===== src/hdl/hfc_pkg.sv =====
// Shared types and constants for the half/single precision converter pipeline.
package hfc_pkg;

    // Direction codes carried on tuser.
    localparam logic OP_H2F = 1'b0;
    localparam logic OP_F2H = 1'b1;

    // Exponent bias difference between binary32 and binary16.
    localparam logic [7:0] BIAS_DIFF    = 8'd112;
    // Float exponent fields below this give a signed zero half.
    localparam logic [7:0] F_TINY_LIM   = 8'd102;
    // Float exponent fields up to this give a subnormal half.
    localparam logic [7:0] F_SUB_LIM    = 8'd112;
    // Largest float exponent field that still fits a finite half.
    localparam logic [7:0] F_MAX_FIN    = 8'd142;
    localparam logic [7:0] F_EXP_ONES   = 8'hff;
    localparam logic [4:0] H_EXP_ONES   = 5'h1f;
    // Exponent of a normalized subnormal half is this minus the leading-zero count.
    localparam logic [7:0] H_SUB_EXP    = 8'd118;
    // Subnormal float-to-half shift is this minus the exponent field.
    localparam logic [7:0] F_SUB_SHBASE = 8'd113;

    typedef enum logic [2:0] {
        CLS_ZERO,
        CLS_SUB,
        CLS_SPEC,
        CLS_OVF,
        CLS_CARRY,
        CLS_NORM
    } cls_t;

    // Item as it moves between the pipeline stages.
    typedef struct packed {
        logic        op;
        logic        sign;
        cls_t        cls;
        logic [7:0]  expf;
        logic [3:0]  shamt;
        logic [23:0] mant;
    } item_t;

endpackage


===== src/hdl/half_float_converter_top.sv =====
// Top level of the binary16/binary32 bit-pattern converter.
// The converter takes one operand per cycle and returns each result through three
// register stages: decode and rounding, the normalizing shifter, and exponent
// assembly. Each stage holds its item while the output is stalled and still takes a
// new one whenever the stage ahead moves, so throughput stays at one transfer per
// cycle as long as m_tready is high.
// tuser selects the direction: 0 widens the half in tdata[15:0] to a float, 1
// narrows a float to a half returned in the low 16 bits with the upper bits zero.
module half_float_converter_top (
    input  logic        aclk,
    input  logic        aresetn,
    input  logic        s_tvalid,
    output logic        s_tready,
    input  logic [31:0] s_tdata,   // [31:0] operand
    input  logic        s_tuser,   // [0] op
    output logic        m_tvalid,
    input  logic        m_tready,
    output logic [31:0] m_tdata    // [31:0] result
);

    logic           dec_valid;
    logic           dec_ready;
    hfc_pkg::item_t dec_item;
    logic           sh_valid;
    logic           sh_ready;
    hfc_pkg::item_t sh_item;

    hfc_decode u_decode (
        .aclk       (aclk),
        .aresetn    (aresetn),
        .in_valid   (s_tvalid),
        .in_ready   (s_tready),
        .in_op      (s_tuser),
        .in_operand (s_tdata),
        .out_valid  (dec_valid),
        .out_ready  (dec_ready),
        .out_item   (dec_item)
    );

    hfc_shift u_shift (
        .aclk      (aclk),
        .aresetn   (aresetn),
        .in_valid  (dec_valid),
        .in_ready  (dec_ready),
        .in_item   (dec_item),
        .out_valid (sh_valid),
        .out_ready (sh_ready),
        .out_item  (sh_item)
    );

    hfc_pack u_pack (
        .aclk       (aclk),
        .aresetn    (aresetn),
        .in_valid   (sh_valid),
        .in_ready   (sh_ready),
        .in_item    (sh_item),
        .out_valid  (m_tvalid),
        .out_ready  (m_tready),
        .out_result (m_tdata)
    );

endmodule


===== src/hdl/hfc_decode.sv =====
// First stage: classify the operand, round the float mantissa and count leading zeros.
module hfc_decode (
    input  logic           aclk,
    input  logic           aresetn,
    input  logic           in_valid,
    output logic           in_ready,
    input  logic           in_op,
    input  logic [31:0]    in_operand,
    output logic           out_valid,
    input  logic           out_ready,
    output hfc_pkg::item_t out_item
);

    logic           valid_reg;
    logic           valid_next;
    hfc_pkg::item_t item_reg;
    hfc_pkg::item_t item_next;

    logic [4:0]  h_ex;
    logic [9:0]  h_man;
    logic [3:0]  h_lz;
    logic [7:0]  f_exp;
    logic [22:0] f_man;
    logic [23:0] f_mr;
    logic [9:0]  f_top;
    logic [7:0]  f_sh;

    assign in_ready = !valid_reg || out_ready;

    always_comb begin
        h_ex  = in_operand[14:10];
        h_man = in_operand[9:0];
        h_lz  = 4'd15;
        for (int i = 0; i < 10; i++) begin
            if (h_man[i]) begin
                h_lz = 4'(15 - i);
            end
        end

        f_exp = in_operand[30:23];
        f_man = in_operand[22:0];
        // Round half up by adding mantissa bit 12 at bit 13.
        f_mr  = {1'b0, f_man} + {10'b0, f_man[12], 13'b0};
        f_sh  = hfc_pkg::F_SUB_SHBASE - f_exp;
        if (f_man == 23'd0) begin
            f_top = 10'd0;
        end else if (f_man[22:13] == 10'd0) begin
            f_top = 10'd1;
        end else begin
            f_top = f_man[22:13];
        end

        item_next.op    = in_op;
        item_next.expf  = 8'd0;
        item_next.shamt = 4'd0;
        item_next.mant  = 24'd0;
        item_next.cls   = hfc_pkg::CLS_NORM;
        if (in_op == hfc_pkg::OP_H2F) begin
            item_next.sign  = in_operand[15];
            item_next.expf  = {3'b0, h_ex};
            item_next.mant  = {14'b0, h_man};
            item_next.shamt = h_lz;
            if (h_ex == 5'd0 && h_man == 10'd0) begin
                item_next.cls = hfc_pkg::CLS_ZERO;
            end else if (h_ex == 5'd0) begin
                item_next.cls = hfc_pkg::CLS_SUB;
            end else if (h_ex == hfc_pkg::H_EXP_ONES) begin
                item_next.cls = hfc_pkg::CLS_SPEC;
            end else begin
                item_next.cls = hfc_pkg::CLS_NORM;
            end
        end else begin
            item_next.sign  = in_operand[31];
            item_next.expf  = f_exp;
            item_next.mant  = f_mr;
            item_next.shamt = f_sh[3:0];
            if (f_exp < hfc_pkg::F_TINY_LIM) begin
                item_next.cls = hfc_pkg::CLS_ZERO;
            end else if (f_exp <= hfc_pkg::F_SUB_LIM) begin
                item_next.cls = hfc_pkg::CLS_SUB;
            end else if (f_exp == hfc_pkg::F_EXP_ONES) begin
                // NaN keeps its payload ahead of the overflow check.
                item_next.cls  = hfc_pkg::CLS_SPEC;
                item_next.mant = {14'b0, f_top};
            end else if (f_exp > hfc_pkg::F_MAX_FIN) begin
                item_next.cls = hfc_pkg::CLS_OVF;
            end else if (f_mr[23]) begin
                item_next.cls = hfc_pkg::CLS_CARRY;
            end else begin
                item_next.cls = hfc_pkg::CLS_NORM;
            end
        end

        valid_next = in_ready ? in_valid : valid_reg;
    end

    always_ff @(posedge aclk) begin
        if (!aresetn) begin
            valid_reg <= 1'b0;
        end else begin
            valid_reg <= valid_next;
        end
    end

    always_ff @(posedge aclk) begin
        if (in_ready && in_valid) begin
            item_reg <= item_next;
        end
    end

    assign out_valid = valid_reg;
    assign out_item  = item_reg;

endmodule


===== src/hdl/hfc_shift.sv =====
// Second stage: normalize subnormal halves and denormalize small floats.
module hfc_shift (
    input  logic           aclk,
    input  logic           aresetn,
    input  logic           in_valid,
    output logic           in_ready,
    input  hfc_pkg::item_t in_item,
    output logic           out_valid,
    input  logic           out_ready,
    output hfc_pkg::item_t out_item
);

    logic           valid_reg;
    logic           valid_next;
    hfc_pkg::item_t item_reg;
    hfc_pkg::item_t item_next;

    logic [4:0]  up_amt;
    logic [23:0] up_val;
    logic [23:0] dn_val;

    assign in_ready = !valid_reg || out_ready;

    always_comb begin
        // The leading one of a subnormal half lands on bit 23 and is dropped later.
        up_amt = {1'b0, in_item.shamt} + 5'd8;
        up_val = {14'b0, in_item.mant[9:0]} << up_amt;
        dn_val = {1'b1, in_item.mant[22:0]} >> in_item.shamt;

        item_next = in_item;
        if (in_item.cls == hfc_pkg::CLS_SUB) begin
            if (in_item.op == hfc_pkg::OP_H2F) begin
                item_next.mant = up_val;
            end else begin
                item_next.mant = {14'b0, dn_val[22:13]};
            end
        end

        valid_next = in_ready ? in_valid : valid_reg;
    end

    always_ff @(posedge aclk) begin
        if (!aresetn) begin
            valid_reg <= 1'b0;
        end else begin
            valid_reg <= valid_next;
        end
    end

    always_ff @(posedge aclk) begin
        if (in_ready && in_valid) begin
            item_reg <= item_next;
        end
    end

    assign out_valid = valid_reg;
    assign out_item  = item_reg;

endmodule


===== src/hdl/hfc_pack.sv =====
// Third stage: compute the result exponent and assemble the output bit pattern.
module hfc_pack (
    input  logic           aclk,
    input  logic           aresetn,
    input  logic           in_valid,
    output logic           in_ready,
    input  hfc_pkg::item_t in_item,
    output logic           out_valid,
    input  logic           out_ready,
    output logic [31:0]    out_result
);

    logic        valid_reg;
    logic        valid_next;
    logic [31:0] result_reg;
    logic [31:0] result_next;

    logic [7:0] f_exp_norm;
    logic [7:0] f_exp_sub;
    logic [7:0] h_exp_norm;
    logic [7:0] h_exp_carry;

    assign in_ready = !valid_reg || out_ready;

    always_comb begin
        f_exp_norm  = {3'b0, in_item.expf[4:0]} + hfc_pkg::BIAS_DIFF;
        f_exp_sub   = hfc_pkg::H_SUB_EXP - {4'b0, in_item.shamt};
        h_exp_norm  = in_item.expf - hfc_pkg::BIAS_DIFF;
        h_exp_carry = in_item.expf - (hfc_pkg::BIAS_DIFF - 8'd1);

        result_next = 32'd0;
        if (in_item.op == hfc_pkg::OP_H2F) begin
            case (in_item.cls)
                hfc_pkg::CLS_ZERO: begin
                    result_next = {in_item.sign, 31'b0};
                end
                hfc_pkg::CLS_SUB: begin
                    result_next = {in_item.sign, f_exp_sub, in_item.mant[22:0]};
                end
                hfc_pkg::CLS_SPEC: begin
                    result_next = {in_item.sign, hfc_pkg::F_EXP_ONES,
                                   in_item.mant[9:0], 13'b0};
                end
                default: begin
                    result_next = {in_item.sign, f_exp_norm, in_item.mant[9:0], 13'b0};
                end
            endcase
        end else begin
            case (in_item.cls)
                hfc_pkg::CLS_ZERO: begin
                    result_next = {16'b0, in_item.sign, 15'b0};
                end
                hfc_pkg::CLS_SUB: begin
                    result_next = {16'b0, in_item.sign, 5'b0, in_item.mant[9:0]};
                end
                hfc_pkg::CLS_SPEC: begin
                    result_next = {16'b0, in_item.sign, hfc_pkg::H_EXP_ONES,
                                   in_item.mant[9:0]};
                end
                hfc_pkg::CLS_OVF: begin
                    result_next = {16'b0, in_item.sign, hfc_pkg::H_EXP_ONES, 10'b0};
                end
                hfc_pkg::CLS_CARRY: begin
                    result_next = {16'b0, in_item.sign, h_exp_carry[4:0], 10'b0};
                end
                default: begin
                    result_next = {16'b0, in_item.sign, h_exp_norm[4:0],
                                   in_item.mant[22:13]};
                end
            endcase
        end

        valid_next = in_ready ? in_valid : valid_reg;
    end

    always_ff @(posedge aclk) begin
        if (!aresetn) begin
            valid_reg <= 1'b0;
        end else begin
            valid_reg <= valid_next;
        end
    end

    always_ff @(posedge aclk) begin
        if (in_ready && in_valid) begin
            result_reg <= result_next;
        end
    end

    assign out_valid  = valid_reg;
    assign out_result = result_reg;

endmodule


===== config.mk =====
export PLATFORM = sky130hd
export DESIGN_NAME = half_float_converter_top
export DESIGN_NICKNAME = d
export VERILOG_FILES = /design/src/hdl/hfc_pkg.sv /design/src/hdl/half_float_converter_top.sv /design/src/hdl/hfc_decode.sv /design/src/hdl/hfc_shift.sv /design/src/hdl/hfc_pack.sv
export SDC_FILE = /design/constraint.sdc
export NUM_CORES = 1
export LEC_CHECK = 0
export ABC_AREA = 1
export BUFFER_PORTS_ARGS = -buffer_cell sky130_fd_sc_hd__buf_2
export CORE_ASPECT_RATIO = 1.5
export CORE_UTILIZATION = 35
export CTS_CLUSTER_SIZE = 8
export DETAILED_ROUTE_END_ITERATION = 8
export PLACE_DENSITY_LB_ADDON = 0.1
export SLEW_MARGIN = 20
export SYNTH_ARGS = -nofsm -noshare
export SYNTH_HDL_FRONTEND = slang
export SYNTH_SLANG_ARGS = --single-unit

===== constraint.sdc =====
create_clock -name aclk -period 3.2 [get_ports aclk]
set_input_delay 0 -clock aclk [delete_from_list [all_inputs] [get_ports aclk]]
set_output_delay 0 -clock aclk [all_outputs]
set_load 0.1 [all_outputs]

==> results.json, run 1 <==
{
  "synth.top_cell.area_share_pct": 52.28,
  "drt_pass1_iterations": 5,
  "place.gp.congestion": 0.9588,
  "ys_types": 38,
  "total_power_uw": 3359,
  "power_density_nw_per_um2": 476.6,
  "post_cts_resized": 0,
  "worstPathRequired_ns": 3.31,
  "drc": 0,
  "grt_pass1_vias": 4969,
  "dp_hpwl_microns": 12680,
  "tns_ns": 0,
  "routed_wl_microns": 15930,
  "hold_class": "input port to flop",
  "vias": 5000,
  "synth_area_sq_um": 6031,
  "yosysMostFrequentCell": "nand2_1",
  "grt_pass1_wl_microns": 25360,
  "clk_latency_ns": 0.35,
  "arrival_ns": 2.32,
  "htreeDepth": 3,
  "grt_setup_unrepaired": "false",
  "ys.flop_type": "edfxtp_1",
  "final_antenna_net_count": 0,
  "r2r_start": "u_decode.out_item[24]",
  "critical_path_peak_fanout": 19,
  "cts.sinks": 108,
  "post-route-period-util_pct": 69.12,
  "dieWidth_microns": 109.2,
  "post_cts_buffers": 0,
  "drt_iter0_markers": 274,
  "die_h_microns": 162.8,
  "synth_edf_count": 105,
  "hold_depth": 3,
  "synth-seq-cells": 108,
  "syn-num-nets": 747,
  "whs_endpoint": "u_decode.out_item[8]",
  "syn_inst": 703,
  "slew_headroom_pct": 36.33,
  "cp-start-kind": "flop",
  "setup_viol": 0,
  "endpoint_kind": "flop",
  "drive_gt1_share_pct": 15.47,
  "slew_viol_final": 0,
  "critPathKind": "flop to flop",
  "ir_drop_uv": 213.6,
  "seq_area_frac_synth_pct": 53.28,
  "synthArstFlopShare_pct": 0,
  "core_sq_um": 16840,
  "drt-wirelength-per-cell_microns": 15.85,
  "worstRegToRegCells": 9,
  "cts-buffers-inserted": 9,
  "power_leakage_uw": 0.003050,
  "fillers": 1744,
  "final_core_util_pct": 41.85,
  "root_buffer": "clkbuf_16",
  "vias_per_cell": 4.975,
  "r2r_end": "u_shift.out_item[22]",
  "syn_avg_cell_area_sq_um": 8.579,
  "area_growth_pct": 16.85,
  "status": "complete, no violations",
  "grt_overflow_total": 0,
  "num_io_pins": 71,
  "cts_tree": "built",
  "portBuffers": 70,
  "clockBufferDepth": 2,
  "ys_warn_count": 0,
  "max_cap_violations": 0,
  "clock.fmax_ghz": 0.4521,
  "synthTopCellsByArea": "edfxtp_1, nand2_1, nand3_1, inv_1, o21ai_0",
  "worstMarginPinSlew_ns": 0.9529,
  "worstHoldStart": "s_tdata[8]",
  "holdWs_ns": 0.02829,
  "grt_antenna_before_repair": 0,
  "hold_viol_final": 0,
  "track_usage_pct": 19.07,
  "regToRegSetupSlack_ns": 0.99,
  "fin_crit_ns": 2.212,
  "initial_core_util_pct": 35.82,
  "dieArea_sq_um": 17770,
  "fin_skew_ns": 0.009919,
  "rows": 58,
  "cts.reportedPaths.clkPinSlew_ns": 0.07,
  "yosysTopAreaCell": "edfxtp_1",
  "synth_commonest_cells": "nand2_1, edfxtp_1, nand3_1, inv_1, nor2_1",
  "n_antenna_cell": 0,
  "grt_max_degree": 38,
  "final_nets": 834
}
-- area by class of cell --
| cell class | instances | area, sq um | share of cell area (%) |
|---|---|---|---|
| Clock inverter | 7 | 82.58 | 1.172 |
| Timing Repair Buffer | 95 | 588.1 | 8.345 |
| Multi-Input combinational cell | 494 | 2362 | 33.52 |
| Sequential cell | 108 | 3213 | 45.60 |
| Clock buffer | 9 | 225.2 | 3.196 |
| Inverter | 82 | 312.8 | 4.439 |
| Tap cell | 210 | 262.8 | 3.729 |
-- stage by stage --
| stage | worst slack [ns] | area, sq um | cells |
|---|---|---|---|
| final | 0.9882 | 7047 | 1005 |
| after global routing | 0.9027 | 7047 | 1005 |
| after CTS | 1.031 | 7047 | 1005 |
| after detailed placement | 1.013 | 6539 | 969 |
| after global placement | 0.9982 | 6539 | 969 |
| after floorplan | 0.2443 | 6031 | 703 |
-- power breakdown --
group          leakage [uW]  internal (uW)  switching, uW
registers           0.00103           1640           52.6
clock network      0.000153            620            535
logic               0.00186            143            370
-- how the worst max path moves through the flow --
stage,start,endpoint,slack (ns),depth (start not counted)
2_1_floorplan,u_pack.out_valid,u_decode.out_item[0],0.24,5
6_report,u_decode.out_item[24],u_shift.out_item[22],0.99,9
5_1_grt,s_tdata[25],u_decode.out_item[7],0.90,13
3_3_place_gp,u_decode.out_item[24],u_shift.out_item[22],1.0,9
4_1_cts,u_decode.out_item[24],u_shift.out_item[22],1.03,9
3_5_place_dp,u_decode.out_item[24],u_shift.out_item[22],1.01,9
-- state kept, by name (all words and copies together) (netlist names) --
signal,count
u_shift.out_item,37
u_decode.out_item,37
u_pack.out_valid,1
u_decode.out_valid,1
u_pack.out_result,31
u_shift.out_valid,1
-- critical path, cell delays in order, from the launching register on --
cell,delay (ns)
edfxtp_1,0.90
inv_6,0.18
nand2_1,0.13
nand3_1,0.12
nand2_1,0.12
nand2_1,0.12
nand3_1,0.20
nand2_1,0.07
nand2_1,0.06
nand2_1,0.05
-- metal layers --
layer | part of all wire (%) | up-vias | global-route usage [%] | wire length [microns]
met3 | 2.9 | 40 | 2.321 | 462
li1 | - | 2533 | - | -
met5 | 0 | - | 0 | 0
met1 | 39 | 2280 | 20.60 | 6273
met4 | 5.4 | 0 | 11.88 | 867
met2 | 52 | 147 | 34.53 | 8327
-- cells in the final DEF (no fill, tap or decap), types with 8 or more instances in the layout --
cell type,Yosys,final
clkbuf_16,0,9
o21ai_0,43,43
o21ai_1,18,18
a21oi_1,21,20
inv_1,72,72
nor2_1,48,48
inv_2,8,8
dlygate4sd3_1,0,20
buf_2,6,70
edfxtp_1,105,105
nand2_1,210,210
nand3_1,93,93
-- cell families after synthesis --
group,Yosys count,share of synthesized area (%)
compound gates,98,8.942
xor+xnor,6,0.8714
fa+ha+maj,7,1.452
buf+inv,101,7.739
flops,108,53.28
simple gates,383,27.72
-- what timing repair did --
| item | in CTS | in global routing |
|---|---|---|
| hold endpoints to repair | 16 | 0 |
| hold buffers | 20 | 0 |
| endpoints found under the setup margin | 0 | 0 |
Power figures use the tool's default switching activity.
==> run 2: changes to the inputs <==
Clock period 3.2 ns to 2.26 ns, I/O delays scaled along.
==> run 2 against run 1 <==
Against the previous run: routed wire length is 0.69% lower; sequential power increased by 41%; design area increased by 1.6%; die area unchanged; critical path depth grew 4; clock skew decreased by 0.0011 ns; flip-flop and latch count unchanged; core utilization grew 0.68 points; critical path type is now input port to flop; critical endpoint is now u_decode.out_item[6]; highest routed layer unchanged.
==> results.json, run 2 (synthesis results as in run 1) <==
{
  "status": "complete, no violations",
  "layout.cells.non_filler": 1017,
  "p_switching_uw": 1308,
  "swShare_pct": 27.54,
  "combPwrFrac_pct": 15.9,
  "grt_max_degree": 38,
  "tns_ns": 0,
  "post-route-period-util_pct": 91.79,
  "fin_crit_ns": 2.074,
  "dieArea_sq_um": 17770,
  "cts.sinks": 108,
  "total_power_uw": 4750,
  "drt_iter0_markers": 237,
  "clkPwrFrac_pct": 34.0,
  "track_usage_pct": 19.00,
  "cp-start-kind": "input port",
  "root_buffer": "clkbuf_16",
  "vias": 4982,
  "grt_overflow_total": 0,
  "dp_hpwl_microns": 12900,
  "slew_headroom_pct": 53.24,
  "final_core_util_pct": 42.54,
  "setup_viol": 0,
  "worstMarginPinSlew_ns": 0.7000,
  "initial_core_util_pct": 35.82,
  "power_leakage_uw": 0.003131,
  "holdWs_ns": 0.01304,
  "slew_viol_final": 0,
  "dieWidth_microns": 109.2,
  "critical_path_peak_fanout": 9,
  "final_nets": 846,
  "drt_pass1_iterations": 5,
  "core_sq_um": 16840,
  "worstPathRequired_ns": 2.36,
  "max_cap_violations": 0,
  "place.gp.congestion": 0.9692,
  "portBuffers": 70,
  "arrival_ns": 2.17,
  "hold_class": "input port to flop",
  "clk_latency_ns": 0.34,
  "vias_per_cell": 4.899,
  "htreeDepth": 3,
  "grt_antenna_before_repair": 0,
  "num_io_pins": 71,
  "grt_pass1_wl_microns": 25300,
  "final_common_cell": "nand2_1",
  "pwr-share-seq_pct": 50.1,
  "clockBufferDepth": 2,
  "dpl.cell_count": 980,
  "final_antenna_net_count": 0,
  "clock.fmax_ghz": 0.4821,
  "rows": 58,
  "routed_wl_microns": 15820,
  "endpoint_kind": "flop",
  "n_antenna_cell": 0,
  "ir_drop_uv": 294.4,
  "cts_tree": "built",
  "cts-buffers-inserted": 9,
  "cts.reportedPaths.clkPinSlew_ns": 0.07,
  "drive_gt1_share_pct": 16.85,
  "drt-wirelength-per-cell_microns": 15.56,
  "power_density_nw_per_um2": 663.3,
  "final_cell_mix": "nand2_1, edfxtp_1, nand3_1",
  "grt_setup_unrepaired": "false",
  "hold_viol_final": 0,
  "drc": 0,
  "internal_power_uw": 3442,
  "die_h_microns": 162.8,
  "critPathKind": "input port to flop",
  "grt_pass1_vias": 4962,
  "fin_skew_ns": 0.008777,
  "area_growth_pct": 18.76
}
## run 2: through the flow
step | worst slack (ns) | area [sq um]
CTS | 0.1749 | 7157
global placement | 0.3590 | 6636
floorplan | 0.07709 | 6050
finish | 0.1856 | 7162
global route | 0.02690 | 7162
detailed placement | 0.3354 | 6636
## run 2: power groups by stage
stage | Combinational (uW) | Sequential, uW | Clock (uW)
after CTS | 756 | 2380 | 1670
after floorplan | 399 | 2530 | 0
after global routing | 833 | 2390 | 1730
final | 755 | 2380 | 1610
after global placement | 726 | 2430 | 0
after detailed placement | 727 | 2430 | 0
## run 2: layout make-up
type	count	area, sq um
Fill cell	1709	9674
Sequential cell	108	3217
Tap cell	210	262.8
Clock buffer	11	242.7
Multi-Input combinational cell	494	2375
Timing Repair Buffer	107	680.7
Inverter	82	316.6
Clock inverter	5	67.56
## run 2: repair_timing
item                       in CTS  in global routing
setup endpoints to repair       0                  1
setup buffers                   0                  0
hold endpoints to repair       15                  0
hold buffers                   21                  0
gates resized for setup         0                  1
## run 2: worst paths after layout
path / start / end / slack, ns / cells past startpoint
hold / removal: s_tdata[21] / u_decode.out_item[8] / 0.01 / 3
hold reg to reg: u_decode.out_item[29] / u_shift.out_item[29] / 0.42 / 0
setup / recovery: s_tdata[25] / u_decode.out_item[6] / 0.19 / 13
setup reg to reg: u_pack.out_valid / u_decode.out_item[7] / 0.36 / 5
## run 2: routing by layer
layer  global-route usage (%)  wire [microns]
met5                        0               0
met4                    9.758             659
met3                    1.961             401
met2                    36.22            8639
met1                    20.03            6120
## run 2: critical path, cell delays in order
cell and delay (ns):
dlygate4sd3_1 0.52, buf_2 0.14, inv_1 0.06, ha_1 0.18
nand2_1 0.09, nor2_1 0.05, nand2_1 0.09, nand3_2 0.11
inv_1 0.14, nand2_4 0.10, nand2_1 0.10, nand2_1 0.05
dlygate4sd3_1 0.54
